**config.mk**
```make
export PLATFORM = sky130hd
export DESIGN_NAME = min_max_contrast_stretch
export DESIGN_NICKNAME = d
export VERILOG_FILES = /design/src/rtl/mmcs_pkg.sv /design/src/rtl/mmcs_front.sv /design/src/rtl/mmcs_queue.sv /design/src/rtl/mmcs_back.sv /design/src/rtl/min_max_contrast_stretch.sv
export SDC_FILE = /design/constraint.sdc
export NUM_CORES = 1
export LEC_CHECK = 0
export CORE_MARGIN = 2
export CORE_UTILIZATION = 40
export DETAILED_ROUTE_END_ITERATION = 8
export DONT_BUFFER_PORTS = 1
export GPL_TIMING_DRIVEN = 0
export SETUP_SLACK_MARGIN = 0.05
export SLEW_MARGIN = 20
export SYNTH_ARGS = -nofsm -noshare
export SYNTH_HDL_FRONTEND = slang
export SYNTH_SLANG_ARGS = --single-unit
```
**constraint.sdc**
```tcl
create_clock -name clk -period 7.9 [get_ports clk]
set_input_delay 0.79 -clock clk [delete_from_list [all_inputs] [get_ports clk]]
set_output_delay 0.79 -clock clk [all_outputs]
set_load 0.02 [all_outputs]
```
**src/rtl/mmcs_pkg.sv**
```systemverilog
// ----------------------------------------------------------------------------
// mmcs_pkg : shared types and constants of the contrast stretch
// Holds the job control word passed from the front end to the divider,
// the queue geometry and the fixed gray scale constants.
// ----------------------------------------------------------------------------
package mmcs_pkg;

  // gray scale
  localparam int          GRAY_BITS = 8;
  localparam logic [7:0]  GRAY_ZERO = 8'd0;
  localparam logic [7:0]  GRAY_FULL = 8'd255;

  // command codes
  localparam logic CMD_MEASURE = 1'b0;
  localparam logic CMD_CONVERT = 1'b1;

  // job queue between front end and divider
  localparam int QUEUE_DEPTH = 4;
  localparam int QUEUE_AW    = 2;

  // how the back end must finish a convert job
  typedef struct packed {
    logic divide;    // run the divider on numerator / spread
    logic sat_full;  // no division: 255 if set, else 0
  } job_ctl_t;

  localparam int JOB_CTL_BITS = $bits(job_ctl_t);

endpackage

```
**src/rtl/mmcs_front.sv**
```systemverilog
// ----------------------------------------------------------------------------
// mmcs_front : transaction acceptance, min/max tracking and job setup
// Measure transactions update the running minimum and maximum. Convert
// transactions are classified against the current range and, where a
// division is needed, turned into numerator 255*(p-min) and the spread.
// ----------------------------------------------------------------------------
module mmcs_front #(
  parameter int PIXEL_BITS = 16
) (
  input  logic                         clk,
  input  logic                         rst_n,
  input  logic                         in_push,
  output logic                         in_full,
  input  logic                         in_command,
  input  logic signed [PIXEL_BITS-1:0] in_pixel,
  input  logic                         in_first_of_area,
  // job queue write side
  input  logic                         q_full,
  output logic                         q_push,
  output mmcs_pkg::job_ctl_t           q_ctl,
  output logic [PIXEL_BITS+7:0]        q_num,
  output logic [PIXEL_BITS-1:0]        q_den
);

  localparam logic signed [PIXEL_BITS-1:0] PIX_MAX = {1'b0, {(PIXEL_BITS-1){1'b1}}};
  localparam logic signed [PIXEL_BITS-1:0] PIX_MIN = {1'b1, {(PIXEL_BITS-1){1'b0}}};

  logic signed [PIXEL_BITS-1:0] min_r, min_nxt;
  logic signed [PIXEL_BITS-1:0] max_r, max_nxt;
  logic                         accept;
  logic                         spread_pos, p_le_min, p_ge_max;
  logic [PIXEL_BITS-1:0]        diff_w, spread_w;
  logic [PIXEL_BITS+7:0]        diff_x;

  // every transaction, measure included, is refused while the queue is full
  assign in_full = q_full;
  assign accept  = in_push && !q_full;

  // running range update
  always_comb begin
    min_nxt = min_r;
    max_nxt = max_r;
    if (accept && (in_command == mmcs_pkg::CMD_MEASURE)) begin
      if (in_first_of_area) begin
        min_nxt = in_pixel;
        max_nxt = in_pixel;
      end else begin
        if (in_pixel < min_r) min_nxt = in_pixel;
        if (in_pixel > max_r) max_nxt = in_pixel;
      end
    end
  end

  always_ff @(posedge clk) begin
    if (!rst_n) begin
      min_r <= PIX_MAX;
      max_r <= PIX_MIN;
    end else begin
      min_r <= min_nxt;
      max_r <= max_nxt;
    end
  end

  // classify the pixel against the range seen so far
  assign spread_pos = max_r > min_r;
  assign p_le_min   = in_pixel <= min_r;
  assign p_ge_max   = in_pixel >= max_r;

  // both differences are positive when a division is run, so they fit unsigned
  assign diff_w   = in_pixel - min_r;
  assign spread_w = max_r - min_r;
  assign diff_x   = {8'd0, diff_w};

  // only convert transactions leave a job behind
  assign q_push          = accept && (in_command == mmcs_pkg::CMD_CONVERT);
  assign q_ctl.divide    = spread_pos && !p_le_min && !p_ge_max;
  assign q_ctl.sat_full  = spread_pos && !p_le_min && p_ge_max;
  assign q_num           = (diff_x << 8) - diff_x;   // 255 * (p - min)
  assign q_den           = spread_w;

endmodule

```
**src/rtl/mmcs_queue.sv**
```systemverilog
// ----------------------------------------------------------------------------
// mmcs_queue : short job queue between front end and divider
// Plain register FIFO; lets the front end keep taking transactions while
// the divider is busy.
// ----------------------------------------------------------------------------
module mmcs_queue #(
  parameter int WIDTH = 8
) (
  input  logic             clk,
  input  logic             rst_n,
  input  logic             push,
  input  logic [WIDTH-1:0] wr_data,
  output logic             full,
  input  logic             pop,
  output logic [WIDTH-1:0] rd_data,
  output logic             empty
);

  logic [WIDTH-1:0]              mem [mmcs_pkg::QUEUE_DEPTH];
  logic [mmcs_pkg::QUEUE_AW-1:0] wr_ptr_r, rd_ptr_r;
  logic [mmcs_pkg::QUEUE_AW:0]   count_r, count_nxt;
  logic                          do_push, do_pop;

  assign full    = count_r == (mmcs_pkg::QUEUE_AW+1)'(mmcs_pkg::QUEUE_DEPTH);
  assign empty   = count_r == '0;
  assign do_push = push && !full;
  assign do_pop  = pop && !empty;
  assign rd_data = mem[rd_ptr_r];

  always_comb begin
    count_nxt = count_r;
    if (do_push && !do_pop)      count_nxt = count_r + 1'b1;
    else if (do_pop && !do_push) count_nxt = count_r - 1'b1;
  end

  // storage
  always_ff @(posedge clk) begin
    if (do_push) mem[wr_ptr_r] <= wr_data;
  end

  // pointers
  always_ff @(posedge clk) begin
    if (!rst_n) begin
      wr_ptr_r <= '0;
      rd_ptr_r <= '0;
      count_r  <= '0;
    end else begin
      if (do_push) wr_ptr_r <= wr_ptr_r + 1'b1;
      if (do_pop)  rd_ptr_r <= rd_ptr_r + 1'b1;
      count_r <= count_nxt;
    end
  end

endmodule

```
**src/rtl/mmcs_back.sv**
```systemverilog
// ----------------------------------------------------------------------------
// mmcs_back : restoring divider and result register
// Takes one job at a time, produces the 8-bit quotient one bit a cycle and
// holds it in an output register until the consumer pops it.
// ----------------------------------------------------------------------------
module mmcs_back #(
  parameter int PIXEL_BITS = 16
) (
  input  logic                  clk,
  input  logic                  rst_n,
  // job queue read side
  input  logic                  q_empty,
  output logic                  q_pop,
  input  mmcs_pkg::job_ctl_t    q_ctl,
  input  logic [PIXEL_BITS+7:0] q_num,
  input  logic [PIXEL_BITS-1:0] q_den,
  // result channel
  output logic                  out_empty,
  input  logic                  out_pop,
  output logic [7:0]            out_gray
);

  localparam logic [1:0] ST_IDLE = 2'd0;
  localparam logic [1:0] ST_DIV  = 2'd1;
  localparam logic [1:0] ST_DONE = 2'd2;

  logic [1:0]            state_r, state_nxt;
  logic [2:0]            cnt_r, cnt_nxt;
  logic [PIXEL_BITS+7:0] rem_r, rem_nxt;
  logic [PIXEL_BITS+7:0] dsh_r, dsh_nxt;
  logic [7:0]            quo_r, quo_nxt;
  logic                  ovalid_r, ovalid_nxt;
  logic [7:0]            gray_r, gray_nxt;
  logic                  slot_free, ge;

  assign slot_free = !ovalid_r || out_pop;
  assign q_pop     = (state_r == ST_IDLE) && !q_empty;
  assign ge        = rem_r >= dsh_r;
  assign out_empty = !ovalid_r;
  assign out_gray  = gray_r;

  // sequencer and divider step
  always_comb begin
    state_nxt  = state_r;
    cnt_nxt    = cnt_r;
    rem_nxt    = rem_r;
    dsh_nxt    = dsh_r;
    quo_nxt    = quo_r;
    ovalid_nxt = ovalid_r && !out_pop;
    gray_nxt   = gray_r;
    case (state_r)
      ST_IDLE: begin
        if (!q_empty) begin
          if (q_ctl.divide) begin
            rem_nxt   = q_num;
            dsh_nxt   = {8'd0, q_den} << 7;
            quo_nxt   = '0;
            cnt_nxt   = 3'd7;
            state_nxt = ST_DIV;
          end else begin
            quo_nxt   = q_ctl.sat_full ? mmcs_pkg::GRAY_FULL : mmcs_pkg::GRAY_ZERO;
            state_nxt = ST_DONE;
          end
        end
      end
      ST_DIV: begin
        if (ge) rem_nxt = rem_r - dsh_r;
        quo_nxt = {quo_r[6:0], ge};
        dsh_nxt = dsh_r >> 1;
        cnt_nxt = cnt_r - 1'b1;
        if (cnt_r == '0) state_nxt = ST_DONE;
      end
      ST_DONE: begin
        if (slot_free) begin
          gray_nxt   = quo_r;
          ovalid_nxt = 1'b1;
          state_nxt  = ST_IDLE;
        end
      end
      default: state_nxt = ST_IDLE;
    endcase
  end

  always_ff @(posedge clk) begin
    if (!rst_n) begin
      state_r  <= ST_IDLE;
      ovalid_r <= 1'b0;
    end else begin
      state_r  <= state_nxt;
      ovalid_r <= ovalid_nxt;
    end
  end

  // datapath, no reset
  always_ff @(posedge clk) begin
    cnt_r  <= cnt_nxt;
    rem_r  <= rem_nxt;
    dsh_r  <= dsh_nxt;
    quo_r  <= quo_nxt;
    gray_r <= gray_nxt;
  end

endmodule

```
**src/rtl/min_max_contrast_stretch.sv**
```systemverilog
// ----------------------------------------------------------------------------
// min_max_contrast_stretch : min-max contrast stretch to 8-bit gray
// Measure transactions track the area's minimum and maximum; convert
// transactions map a pixel to floor(255*(p-min)/(max-min)), saturated.
//
//   channel  | handshake        | payload
//   ---------+------------------+------------------------------------------
//   input    | in_push/in_full  | in_command, in_pixel, in_first_of_area
//   result   | out_pop/out_empty| out_gray
//
// A convert transaction is queued and finished by the shared restoring
// divider: a load step, eight quotient steps and a transfer into the output
// register; a saturated or flat-range pixel skips the quotient steps.
// rst_n is synchronous: it clears the range to its empty state and empties
// the queue. in_full rises when the four-entry job queue is full; the output
// register holds a result until out_pop, stalling the divider behind it.
// ----------------------------------------------------------------------------
module min_max_contrast_stretch #(
  parameter int PIXEL_BITS = 16
) (
  input  logic                         clk,
  input  logic                         rst_n,
  input  logic                         in_push,
  output logic                         in_full,
  input  logic                         in_command,
  input  logic signed [PIXEL_BITS-1:0] in_pixel,
  input  logic                         in_first_of_area,
  output logic                         out_empty,
  input  logic                         out_pop,
  output logic [7:0]                   out_gray
);

  localparam int JOB_BITS = mmcs_pkg::JOB_CTL_BITS + 2*PIXEL_BITS + 8;

  logic                  wq_push, wq_full, rq_pop, rq_empty;
  mmcs_pkg::job_ctl_t    wq_ctl, rq_ctl;
  logic [PIXEL_BITS+7:0] wq_num, rq_num;
  logic [PIXEL_BITS-1:0] wq_den, rq_den;
  logic [JOB_BITS-1:0]   rq_data;

  mmcs_front #(.PIXEL_BITS(PIXEL_BITS)) u_front (
    .clk              (clk),
    .rst_n            (rst_n),
    .in_push          (in_push),
    .in_full          (in_full),
    .in_command       (in_command),
    .in_pixel         (in_pixel),
    .in_first_of_area (in_first_of_area),
    .q_full           (wq_full),
    .q_push           (wq_push),
    .q_ctl            (wq_ctl),
    .q_num            (wq_num),
    .q_den            (wq_den)
  );

  mmcs_queue #(.WIDTH(JOB_BITS)) u_queue (
    .clk     (clk),
    .rst_n   (rst_n),
    .push    (wq_push),
    .wr_data ({wq_ctl, wq_num, wq_den}),
    .full    (wq_full),
    .pop     (rq_pop),
    .rd_data (rq_data),
    .empty   (rq_empty)
  );

  assign rq_ctl = rq_data[JOB_BITS-1 -: mmcs_pkg::JOB_CTL_BITS];
  assign rq_num = rq_data[PIXEL_BITS +: PIXEL_BITS+8];
  assign rq_den = rq_data[PIXEL_BITS-1:0];

  mmcs_back #(.PIXEL_BITS(PIXEL_BITS)) u_back (
    .clk       (clk),
    .rst_n     (rst_n),
    .q_empty   (rq_empty),
    .q_pop     (rq_pop),
    .q_ctl     (rq_ctl),
    .q_num     (rq_num),
    .q_den     (rq_den),
    .out_empty (out_empty),
    .out_pop   (out_pop),
    .out_gray  (out_gray)
  );

endmodule
```
# == After elaboration in Yosys (flattened, before gate mapping) ==
# Memories as Yosys holds them, arrays and structs flattened. A register that Yosys moved wholly into a read port is not among the register bits.
# Cells that the tools add are included.
# word_totals
regBits,109
ram_bits,168
out_inout_bits,10
word_cells,103
mem_count,1
# classes
n_addsub,9
n_lt_le_gt_ge,6
n_eq_ne,8
mux,31
bitwise,1
reduce_logical,35
# mem_list
name,depth,width,rd,rd_ports_with_merged_regs,wr,line,rtl
u_queue.mem,4,42,1,1,1,mmcs_queue.sv:19,logic [WIDTH-1:0] mem [mmcs_pkg::QUEUE_DEPTH];
# ops
operator,count
2-to-1 mux 24 bit,5
one-hot mux 24 bit (2 select lines),2
2-to-1 mux 16 bit,4
greater-than comparator 16 bit,2
subtractor 16 bit,2
>= comparator 24 bit,1
2-to-1 mux 8 bit,3
subtractor 24 x 16 -> 24 bit,1
subtractor 24 bit,1
>= comparator 16 bit,1
less-or-equal comparator 16 bit,1
< comparator 16 bit,1
one-hot mux 8 bit (2 select lines),1
logical AND 1 bit,12
2-to-1 mux 2 bit,6
2-to-1 mux 3 bit,4
zero test 1 bit,8
AND reduction 2 bit,4
nonzero test 2 bit,4
zero test 3 bit,2
inequality test 2 x 1 -> 1 bit (second input constant),3
one-hot mux 2 bit (3 select lines),1
one-hot mux 3 bit (2 select lines),1
AND reduction 3 bit,2
12 further kinds,18

# == Depth between registers and ports, before layout ==
# Gate-level depths: netlist (run 1).
# depth
word_depth,9
depth_mapped,20
depth_no_buf,20

# == By module ==
# Synthesis (run 1) repeated with hierarchy kept, for this count alone.
# unflattened
hier_cells,1273
area_unflattened_um2,15217.1
# by_module_without_submodules
mod,n_inst,cells_each,area_each_um2
mmcs_queue,1,268,6602.6
mmcs_front,1,574,4380.5
mmcs_back,1,431,4234.1

# == Worst setup path before layout (run 1) ==
# No wires, ideal clock.
# synth_path
path_type,input-to-reg
startpoint,input port in_pixel[0]
endpoint,memory u_queue.mem[0][36] in the netlist's numbering (data pin)
arrival_time_ns,4.482
setup_slack_ns,3.141
cell_stages,20
path_buffers,0
path_cell_list,inv_1 ha_1 inv_1 fa_1 a21o_1 a221oi_2 o21bai_1 a21oi_1 xnor2_1 inv_1 ha_1 inv_1 a311oi_1 nand2_2 a211o_1 a221o_1 a21oi_2 o21ai_2 nor2b_4 xnor2_1
# synth_via
elab_chain_len,2
# synth_lines
item,line,rtl
"start, declared",min_max_contrast_stretch.sv:26,"input logic signed [PIXEL_BITS-1:0] in_pixel,"
subtractor 16 bit,mmcs_front.sv:70,assign diff_w = in_pixel - min_r;
subtractor 24 x 16 -> 24 bit,mmcs_front.sv:78,assign q_num = (diff_x << 8) - diff_x;
net u_front.q_num[20],mmcs_front.sv:21,"output logic [PIXEL_BITS+7:0] q_num,"
"end, declared",mmcs_queue.sv:19,
# The timed path passes the listed nets, and every way through them passes these cells.

# == Worst setup path after layout (run 1) ==
# layout_path
startpoint,register u_front.min_r[0]
endpoint,memory u_queue.mem[0][39] in the netlist's numbering (data pin)
# layout_via
elab_chain_len,2
# layout_lines
item,line,rtl
"start, declared",mmcs_front.sv:28,"logic signed [PIXEL_BITS-1:0] min_r, min_nxt;"
"start signal, assigned",mmcs_front.sv:59,min_r <= min_nxt;
subtractor 16 bit,mmcs_front.sv:70,
subtractor 24 x 16 -> 24 bit,mmcs_front.sv:78,
net u_front.q_num[23],mmcs_front.sv:21,
# The timed path passes the listed nets, and every way through them passes these cells.

==> results.ini, run 1 <==
[status]
status = completed

[power]
p_per_area_nw_per_um2 = 366
pwr-share-seq_pct = 36.9
power_frac_clock_pct = 24.0
power_frac_comb_pct = 39.1
switching_share_pct = 35.9
vdd_drop_max_uv = 220
leakage_uw = 0.00611
internal_power_uw = 3770
power_switching_uw = 2110

[synthesis]
synth.most_common_cell = edfxtp_1
syn_avg_cell_area_sq_um = 12.2
synth_top_cell_area_share_pct = 48.6
ys_seq_area_share_pct = 54.7
synthDominantAreaCellType = edfxtp_1
synthCells = 1187
ys.flop_type = edfxtp_1
synth_seq_cells = 278
yosys-top-cells-area = edfxtp_1, ha_1, mux4_2
synth.net_count = 1297
synth_area_sq_um = 14400
ys_async_sr_fraction_pct = 0
synth_warnings = 0
synth_cell_type_count = 68
synth_edf_count = 234
synthTopCellsByCount = edfxtp_1, nand2_1, inv_1

[critical_path]
worst-setup-path-type = register to register
timing.rr.start = u_front.min_r[0]$_SDFFE_PN1P_
cp-end-kind = register
reg2reg_to = u_queue.mem[0][39]$_DFFE_PP_
slowest_stage = fa_1
critPathMaxStageDelay_ps = 420
r2r_cells = 19
cp.required_ps = 8210
cp-start-kind = register
worstSetupEndpoint = u_queue.mem[0][39]$_DFFE_PP_
reg2reg_slack_ps = 2880
arrival_ps = 5330
path_common_cell = inv_1
path_cells = ha_1, inv_1, fa_1, a21o_1, a221oi_2, o21bai_1, a21oi_1, xnor2_1, inv_1, ha_1, inv_1, a311oi_1, nand2_2, a21oi_2, a221oi_1, o31ai_1, a21oi_1, nand2b_1, o311ai_2
crit_fanout = 6
startpoint = u_front.min_r[0]$_SDFFE_PN1P_

[timing]
fin_crit_sh_pct = 63.6
period_minus_slack_ps = 5020
tightest_slew_ps = 982
rsz0062_at_grt = no
slew_violations = 0
layout_setup_ws_ps = 2880
timing.fmax_mhz = 199
setup_viol = 0
slew_headroom_pct = 34.4
finalHoldViolations = 0
setup_tns_ps = 0
fin_skew_ps = 17.7

[routing]
first_iter_violations = 469
vias = 9195
ant_nets = 0
via_per_inst = 5.39
postRouteWirelength_um = 33000
first_pass_iters = 6
wl_per_cell_um = 19.4
drc = 0

[global_routing]
met1_usage_pct = 23.8
grt_use_total_pct = 17.4
use_met3_pct = 3.20
grt_max_degree = 43
busiest_layer = met2
grt_pass1_vias = 9112
grt_pass1_wl_um = 51500
antenna_found_initial = 0
grtUsageMet2_pct = 28.8
overflow = 0

[final_layout]
drive_gt1_share_pct = 9.57
regArea_sq_um = 7910
diodes = 0
area_delta_synth_final_pct = 11.3
multi_input_area_sq_um = 6030
final.fill_count = 3255
nNetsFinal = 1330

[die]
ios = 32
die-area_sq_um = 37600
dieWidth_um = 194
initial_core_util_pct = 40.6
die_h_um = 194
core_area_sq_um = 35600
rows = 69

[job]
max_cap_violations = 0

[cts]
cts_sinks = 278
cts_resized = 0
insertion_delay_ps = 570
cts_made_buffers = 30
htreeDepth = 1
clockBufferDepth = 3
clkSlewWorstSetupHoldPaths_ps = 60
cts_setup_buffers = 0
cts_tree = done
hold_buffers = 0
clock-root-buffer = clkbuf_16

[hold_path]
min_path_type = input pin to register
hold_start = in_pixel[4]

[placed_design]
place.detailed.hpwl_um = 24000
port_buffers = 0
gp_congestion = 0.896
place_worst_setup_slack_ps = 2330

[worst min path at each step]
stage	endpoint	slack [ps]	cells after the start
6_report	u_front.min_r[4]$_SDFFE_PN1P_	350	2
5_1_grt	u_front.max_r[5]$_SDFFE_PN0P_	340	2
4_1_cts	u_front.min_r[4]$_SDFFE_PN1P_	330	2
3_5_place_dp	u_back.out_gray[7]$_DFFE_PP_	410	0
3_3_place_gp	u_back.out_gray[7]$_DFFE_PP_	400	0
2_1_floorplan	u_back.out_gray[7]$_DFFE_PP_	400	0
[cells by family after synthesis]
logic type               after synthesis  share of synthesized area (%)
AO/OA/AOI/OAI                        250                           11.5
flip-flops                           278                           54.7
multiplexers                          65                           8.14
buffers and inverters                141                           3.72
adder cells (fa/ha/maj)               88                           7.83
AND/OR/NAND/NOR                      299                           10.0
XOR/XNOR                              66                           4.05
[area by class of cell]
type / instances / share of cell area (%)
multi-input cells: 768 / 37.5
repair buffers: 1 / 0.171
clock buffers: 35 / 4.78
clock inverters: 21 / 1.45
flip-flops and latches: 278 / 49.2
plain buffers: 46 / 1.12
well taps: 461 / 3.59
inverters: 95 / 2.22
[cell usage in the layout, fill, tap and decap left out, types with 8 or more instances in the layout]
cell	instances
edfxtp_1	234
nand2_1	109
inv_1	94
o21ai_0	84
ha_1	84
nor2_1	54
dfxtp_1	44
xnor2_1	42
mux4_2	42
a21oi_1	38
clkbuf_1	37
nand3_1	34
a21o_1	30
clkbuf_16	30
mux2i_1	23
xor2_1	22
nand4_1	16
and2_1	14
nor2b_1	14
o31ai_1	12
nor3_1	12
o21a_1	11
nand2b_1	11
a21boi_0	11
and3_1	8
buf_1	8
[sequential cells by signal (all words and copies together), names as in the netlist, 8 cells and up, named ones only]
register / cells
u_queue.mem: 168
u_back.out_gray: 8
u_back.dsh_r: 23
u_back.rem_r: 24
u_back.quo_r: 8
u_front.max_r: 16
u_front.min_r: 16
[per-stage QoR]
stage	power (uW)	utilization [%]	cells	area (sq um)	hold WS [ps]
6_report	5880	45.2	1705	16100	349
5_1_grt	6240	45.2	1705	16100	340
4_1_cts	5910	45.2	1705	16100	328
3_3_place_gp	4420	42.2	1648	15000	405
2_1_floorplan	3840	-	1187	14400	400
3_5_place_dp	4490	42.4	1649	15100	405
[critical path: cells and delay by family, from the launching register on]
| family | cells | cell delay (ps) |
|---|---|---|
| DFF | 1 | 390 |
| xor gates and xnor gates | 1 | 290 |
| adders and majority gates | 3 | 940 |
| and+or+nand+nor | 2 | 360 |
| buffers and inverters | 3 | 280 |
| AOI/OAI and AO/OA | 10 | 2510 |
[power groups by stage]
| stage | sequential (uW) | clock, uW | combinational [uW] |
|---|---|---|---|
| global placement | 2210 | 0 | 2210 |
| global route | 2200 | 1500 | 2550 |
| detailed placement | 2200 | 0 | 2280 |
| CTS | 2170 | 1440 | 2300 |
| finish | 2170 | 1410 | 2300 |
| floorplan | 2180 | 0 | 1660 |
[metal layers]
layer | share of wire (%) | wire [um]
met5 | 0 | 0
met3 | 4.6 | 1530
met1 | 46 | 15100
met4 | 2.5 | 825
met2 | 47 | 15500
Power figures use the tool's default switching activity.
==> inputs of run 2 (changes only) <==
Clock period 7.9 ns to 4.5 ns, I/O delays scaled along.
==> run 2 against run 1 <==
  * Die area stayed put
  * Non-clock buffer count up 23
  * Highest routed layer unchanged
  * Count of clock-buffer cells in the layout grew 10
  * Clock power increased by 79%
  * Global-route usage is 0.62 points higher
  * Worst hold slack got worse by 290 ps
==> results.ini, run 2 (same netlist as run 1, synthesis figures left out) <==
[die]
core_area_sq_um = 35600  ; unchanged
initial_core_util_pct = 40.6  ; unchanged
die_h_um = 194  ; unchanged
ios = 32  ; unchanged
dieWidth_um = 194  ; unchanged
rows = 69  ; unchanged
die-area_sq_um = 37600  ; unchanged

[routing]
ant_nets = 0  ; unchanged
via_per_inst = 5.44  ; +0.80%
first_pass_iters = 5  ; -1
drc = 0  ; unchanged
first_iter_violations = 662  ; +41%
vias = 9399  ; +2.2%
wl_per_cell_um = 19.6  ; +1.0%
postRouteWirelength_um = 33800  ; +2.5%

[cts]
cts_made_buffers = 31  ; +3.3%
clockBufferDepth = 3  ; unchanged
clock-root-buffer = clkbuf_16
insertion_delay_ps = 590  ; +20 ps
clkSlewWorstSetupHoldPaths_ps = 60  ; about the same
cts_sinks = 278  ; unchanged
htreeDepth = 1  ; unchanged
cts_tree = done

[power]
power_frac_comb_pct = 39.5  ; +0.4 points
power_switching_uw = 3760  ; +78%
internal_power_uw = 6720  ; +78%
switching_share_pct = 35.9  ; about the same
power_frac_clock_pct = 24.1  ; about the same
p_per_area_nw_per_um2 = 635  ; +74%
finalPower_uw = 10500  ; +78%
vdd_drop_max_uv = 463  ; +110%
leakage_uw = 0.00627  ; +2.7%
pwr-share-seq_pct = 36.4  ; -0.5 points

[critical_path]
reg2reg_slack_ps = 230  ; -2640 ps
critPathMaxStageDelay_ps = 370  ; -50 ps
reg2reg_to = u_queue.mem[1][36]$_DFFE_PP_
path_cells = ha_1, inv_1, fa_2, a21o_1, a221oi_4, o21bai_1, a21oi_2, xnor2_2, inv_2, ha_4, inv_1, a311oi_2, buf_4, a221oi_2, a211o_1, a221o_1, a21oi_2, o21ai_4, nor2b_4, xnor2_2
r2r_cells = 20  ; +1
cp.required_ps = 4810  ; -3400 ps
cp-start-kind = register
timing.rr.start = u_front.min_r[0]$_SDFFE_PN1P_
worst-setup-path-type = register to register
slowest_stage = dfxtp_4
worstSetupEndpoint = u_queue.mem[1][36]$_DFFE_PP_
startpoint = u_front.min_r[0]$_SDFFE_PN1P_
arrival_ps = 4570  ; -760 ps
crit_fanout = 5  ; -1
cp-end-kind = register

[placed_design]
placed_area_sq_um = 15100  ; unchanged
port_buffers = 0  ; unchanged
dpl.cell_count = 1649  ; unchanged
gp_congestion = 0.894  ; -0.26%
place.detailed.hpwl_um = 24000  ; about the same

[final_layout]
area_delta_synth_final_pct = 14.2
stdcell_area_sq_um = 16500  ; +2.5%
final_common_cell = edfxtp_1
regMostFlops = u_queue.mem
final.fill_count = 3255  ; unchanged
top_regs = u_queue.mem: 168 flops, u_back.rem_r: 24 flops, u_back.dsh_r: 23 flops
postLayoutCoreUtil_pct = 46.4  ; +1.2 points
nNetsFinal = 1354  ; +1.8%
drive_gt1_share_pct = 12.0  ; +2.4 points
diodes = 0  ; unchanged
finalNonFillerCells = 1729  ; +1.4%
largest_reg_flops = 168  ; unchanged
mostFrequentLayoutCells = edfxtp_1, nand2_1, inv_1

[timing]
period_minus_slack_ps = 4270  ; -756 ps
fin_crit_sh_pct = 94.8  ; +31 points
fin_skew_ps = 17.9  ; +0.177 ps
rsz0062_at_grt = no
timing.fmax_mhz = 234  ; +18%
slew_violations = 0  ; unchanged
tightest_slew_ps = 981  ; -1.09 ps
setup_viol = 0  ; unchanged
setup_tns_ps = 0  ; unchanged
finalHoldViolations = 0  ; unchanged
slew_headroom_pct = 34.5  ; +0.073 points

[job]
max_cap_violations = 0  ; unchanged

[global_routing]
antenna_found_initial = 1  ; +1
grt_pass1_vias = 9369  ; +2.8%
grt_use_total_pct = 18.1  ; +0.62 points
grt_pass1_wl_um = 53200  ; +3.2%
grt_max_degree = 43  ; unchanged
overflow = 0  ; unchanged

[hold_path]
min_path_type = input pin to register

[status]
status = completed

==> run 2: cell count changes in the layout (fill, tap and decap cells not counted), moves of 4 or more <==
cell / change
buf_4: +9
clkinv_1: -7
dlygate4sd3_1: +16
xor2_1: -4
a21oi_1: -4
clkbuf_1: +6
xor2_2: +4
==> run 2: layout make-up <==
cell class / count / area [sq um] / area share, %
Clock inverter: 12 / 160 / 0.971
Multi-Input combinational cell: 768 / 6200 / 37.6
Sequential cell: 278 / 7910 / 48.0
Clock buffer: 45 / 858 / 5.20
Inverter: 95 / 357 / 2.16
Tap cell: 461 / 577 / 3.50
Timing Repair Buffer: 24 / 240 / 1.46
Buffer: 46 / 185 / 1.12
==> run 2: routing by layer <==
layer	vias up	wire length [um]	GRT usage, %
li1	4498	-	-
met1	4634	15500	24.8
met2	203	15900	29.7
met3	64	1550	2.99
met4	0	883	4.97
met5	-	0	0
==> run 2: worst max-delay path, delay by kind of cell (launching register included) <==
kind | cells | cell delay, ps
compound gates | 10 | 2050
fa+ha+maj | 3 | 770
flops | 1 | 370
buf+inv | 4 | 340
xor+xnor | 2 | 320
simple gates | 1 | 140
==> run 2: how the worst min path moves through the flow <==
stage | start | endpoint | slack, ps | cells after the start
after detailed placement | u_back.quo_r[7]$_DFFE_PP_ | u_back.out_gray[7]$_DFFE_PP_ | 410 | 0
final | in_pixel[15] | u_front.min_r[15]$_SDFFE_PN0P_ | 60 | 2
after global routing | in_pixel[15] | u_front.min_r[15]$_SDFFE_PN0P_ | 90 | 2
after floorplan | u_back.quo_r[7]$_DFFE_PP_ | u_back.out_gray[7]$_DFFE_PP_ | 400 | 0
after CTS | in_pixel[15] | u_front.min_r[15]$_SDFFE_PN0P_ | 30 | 2
after global placement | u_back.quo_r[7]$_DFFE_PP_ | u_back.out_gray[7]$_DFFE_PP_ | 410 | 0
==> run 2: power groups by stage <==
stage	clock network, uW	logic (uW)	registers, uW
finish	2530	4140	3810
global route	2680	4630	3860
CTS	2580	4100	3820
detailed placement	0	4010	3870
global placement	0	3880	3870
floorplan	0	2920	3820
==> run 2: timing repair <==
action	CTS	global route
setup endpoints to repair	44	44
endpoints found under the hold margin	30	0
setup buffers	3	4
pin swaps	6	9
hold buffers	16	0
gates resized for setup	18	16
==> run 2: through the flow <==
stage / setup WS (ps) / hold WS [ps]
2_1_floorplan: 80.6 / 400
3_3_place_gp: -802 / 406
3_5_place_dp: -665 / 405
4_1_cts: 91.8 / 33.1
5_1_grt: 53.8 / 85.9
6_report: 235 / 56.7
==> inputs of run 3 (changes only) <==
Settings changed: CORE_MARGIN 2 to 1.5.
==> run 3 against run 2 <==
  * Sequential power about the same
  * Count of clock-buffer cells in the layout down 13
  * Setup slack better by 4.1 ps
  * Register-to-register slack about the same
  * Total power down 0.69%
  * Clock power about the same
  * Maximum frequency about the same
  * Largest power group unchanged
  * Highest routed layer unchanged
==> results.ini, run 3 (same netlist as run 1, synthesis figures left out) <==
[status]
status = completed

[power]
vdd_drop_max_uv = 470  ; +1.5%
finalPower_uw = 10400  ; -0.69%
p_per_area_nw_per_um2 = 633  ; -0.33%
leakage_uw = 0.00623  ; -0.68%

[critical_path]
cp.required_ps = 4860  ; +50 ps
worst-setup-path-type = register to register
timing.rr.start = u_front.min_r[0]$_SDFFE_PN1P_
arrival_ps = 4620  ; +50 ps
path_cells = ha_1, inv_1, fa_2, a21o_1, a221oi_2, o21bai_1, a21oi_2, xnor2_2, inv_2, ha_4, inv_1, a311oi_2, nand2_2, a21oi_4, a221oi_1, o31ai_2, a21oi_4, nand2b_4, o311ai_4
r2r_cells = 19  ; -5.0%
critPathMaxStageDelay_ps = 390  ; +20 ps
startpoint = u_front.min_r[0]$_SDFFE_PN1P_
slowest_stage = o31ai_2
reg2reg_slack_ps = 240  ; about the same
cp-start-kind = register
timing.critical_path.buf_inv = 3  ; -1
path_delay_family = compound AO/OA/AOI/OAI gates
cp-end-kind = register
crit_fanout = 6  ; +1
reg2reg_to = u_queue.mem[0][39]$_DFFE_PP_

[cts]
clockBufferDepth = 3  ; unchanged
insertion_delay_ps = 580  ; about the same
clock-root-buffer = clkbuf_16
cts_tree = done
cts_made_buffers = 30  ; -3.2%
clkSlewWorstSetupHoldPaths_ps = 60  ; about the same
cts_sinks = 278  ; unchanged
htreeDepth = 1  ; unchanged

[routing]
first_iter_violations = 549  ; -17%
wl_met3_um = 1370  ; -12%
routed-wl-met2_um = 15900  ; -0.16%
first_pass_iters = 5  ; unchanged
drc = 0  ; unchanged
wl_met1_um = 15400  ; -0.67%
wl_per_cell_um = 19.4  ; -0.67%
postRouteWirelength_um = 33500  ; -0.90%
highest_layer = met4
vias = 9333  ; -0.70%
via_per_inst = 5.41  ; -0.47%
ant_nets = 0  ; unchanged

[die]
die_h_um = 193  ; -0.52%
initial_core_util_pct = 40.6  ; unchanged
rows = 69  ; unchanged
core_area_sq_um = 35600  ; unchanged
dieWidth_um = 193  ; -0.52%
die-area_sq_um = 37300  ; -1.0%
ios = 32  ; unchanged

[global_routing]
grt_pass1_wl_um = 52500  ; -1.4%
grt_use_total_pct = 18.6  ; +0.50 points
grt_max_degree = 43  ; unchanged
antenna_found_initial = 0  ; -1
overflow = 0  ; unchanged
grt_pass1_vias = 9300  ; -0.74%

[timing]
finalHoldViolations = 0  ; unchanged
timing.fmax_mhz = 235  ; about the same
slew_headroom_pct = 25.4  ; -9.1 points
rsz0062_at_grt = no
tightest_slew_ps = 1110  ; +130 ps
slew_violations = 0  ; unchanged
setup_viol = 0  ; unchanged
period_minus_slack_ps = 4260  ; -4.08 ps
fin_skew_ps = 20.1  ; +2.19 ps
fin_crit_sh_pct = 94.7  ; about the same
setup_tns_ps = 0  ; unchanged

[final_layout]
area_delta_synth_final_pct = 13.8
top_regs = u_queue.mem: 168 flops, u_back.rem_r: 24 flops, u_back.dsh_r: 23 flops
regMostFlops = u_queue.mem
nNetsFinal = 1349  ; -0.37%
final_common_cell = edfxtp_1
drive_gt1_share_pct = 12.0  ; +0.047 points
mostFrequentLayoutCells = edfxtp_1, nand2_1, inv_1
largest_reg_flops = 168  ; unchanged

[hold_path]
whs_path_depth = 2  ; unchanged
hold_start = in_pixel[13]
worstHoldEndpoint = u_front.max_r[13]$_SDFFE_PN0P_
min_path_type = input pin to register

[placed_design]
port_buffers = 0  ; unchanged
place.detailed.hpwl_um = 23700  ; -1.1%
gp_congestion = 0.922  ; +3.1%

[job]
max_cap_violations = 0  ; unchanged

==> run 3: power breakdown <==
group / switching [uW] / leakage [uW] / internal (uW)
combinational: 2510 / 0.00324 / 1590
sequential: 183 / 0.00251 / 3620
clock: 1040 / 0.000476 / 1450
==> run 3: metal layers <==
layer | global-route usage (%) | vias up
li1 | - | 4512
met1 | 25.3 | 4565
met2 | 30.7 | 202
met3 | 2.84 | 54
met4 | 5.62 | 0
met5 | 0 | -
==> run 3: worst max path at each step <==
stage / to / slack (ps) / cells after the start
3_3_place_gp: u_back.rem_r[11]$_DFFE_PP_ / -780 / 13
3_5_place_dp: u_queue.mem[2][39]$_DFFE_PP_ / -760 / 20
5_1_grt: u_queue.mem[0][34]$_DFFE_PP_ / 40 / 19
2_1_floorplan: u_queue.mem[0][36]$_DFFE_PP_ / 80 / 20
6_report: u_queue.mem[0][39]$_DFFE_PP_ / 240 / 19
4_1_cts: u_queue.mem[1][34]$_DFFE_PP_ / 100 / 19
==> run 3: timing repair <==
action                                  CTS  global route
gates cloned                              0             0
hold endpoints to repair                 25             0
endpoints found under the setup margin   44            40
pin swaps                                 4            12
hold buffers                             14             0
setup buffers                             2             3
resized for setup                        15            17
==> run 3: layout make-up <==
cell class              instances  area, sq um
fillers                      3296        19100
multi-input cells             768         6200
inverters                      95          357
diodes                          1         2.50
flip-flops and latches        278         7910
plain buffers                  46          180
well taps                     461          577
clock inverters                24          244
repair buffers                 20          205
clock buffers                  32          758
==> run 3: per-stage QoR <==
stage          cells  utilization (%)  area [sq um]  worst slack [ps]  hold slack, ps
2_1_floorplan   1187                -         14400              80.6             400
3_3_place_gp    1648             42.2         15000              -782             408
3_5_place_dp    1649             42.4         15100              -764             408
4_1_cts         1721             45.9         16300               100            1.66
5_1_grt         1724             46.2         16400              40.7            44.7
6_report        1725             46.2         16400               239            28.3
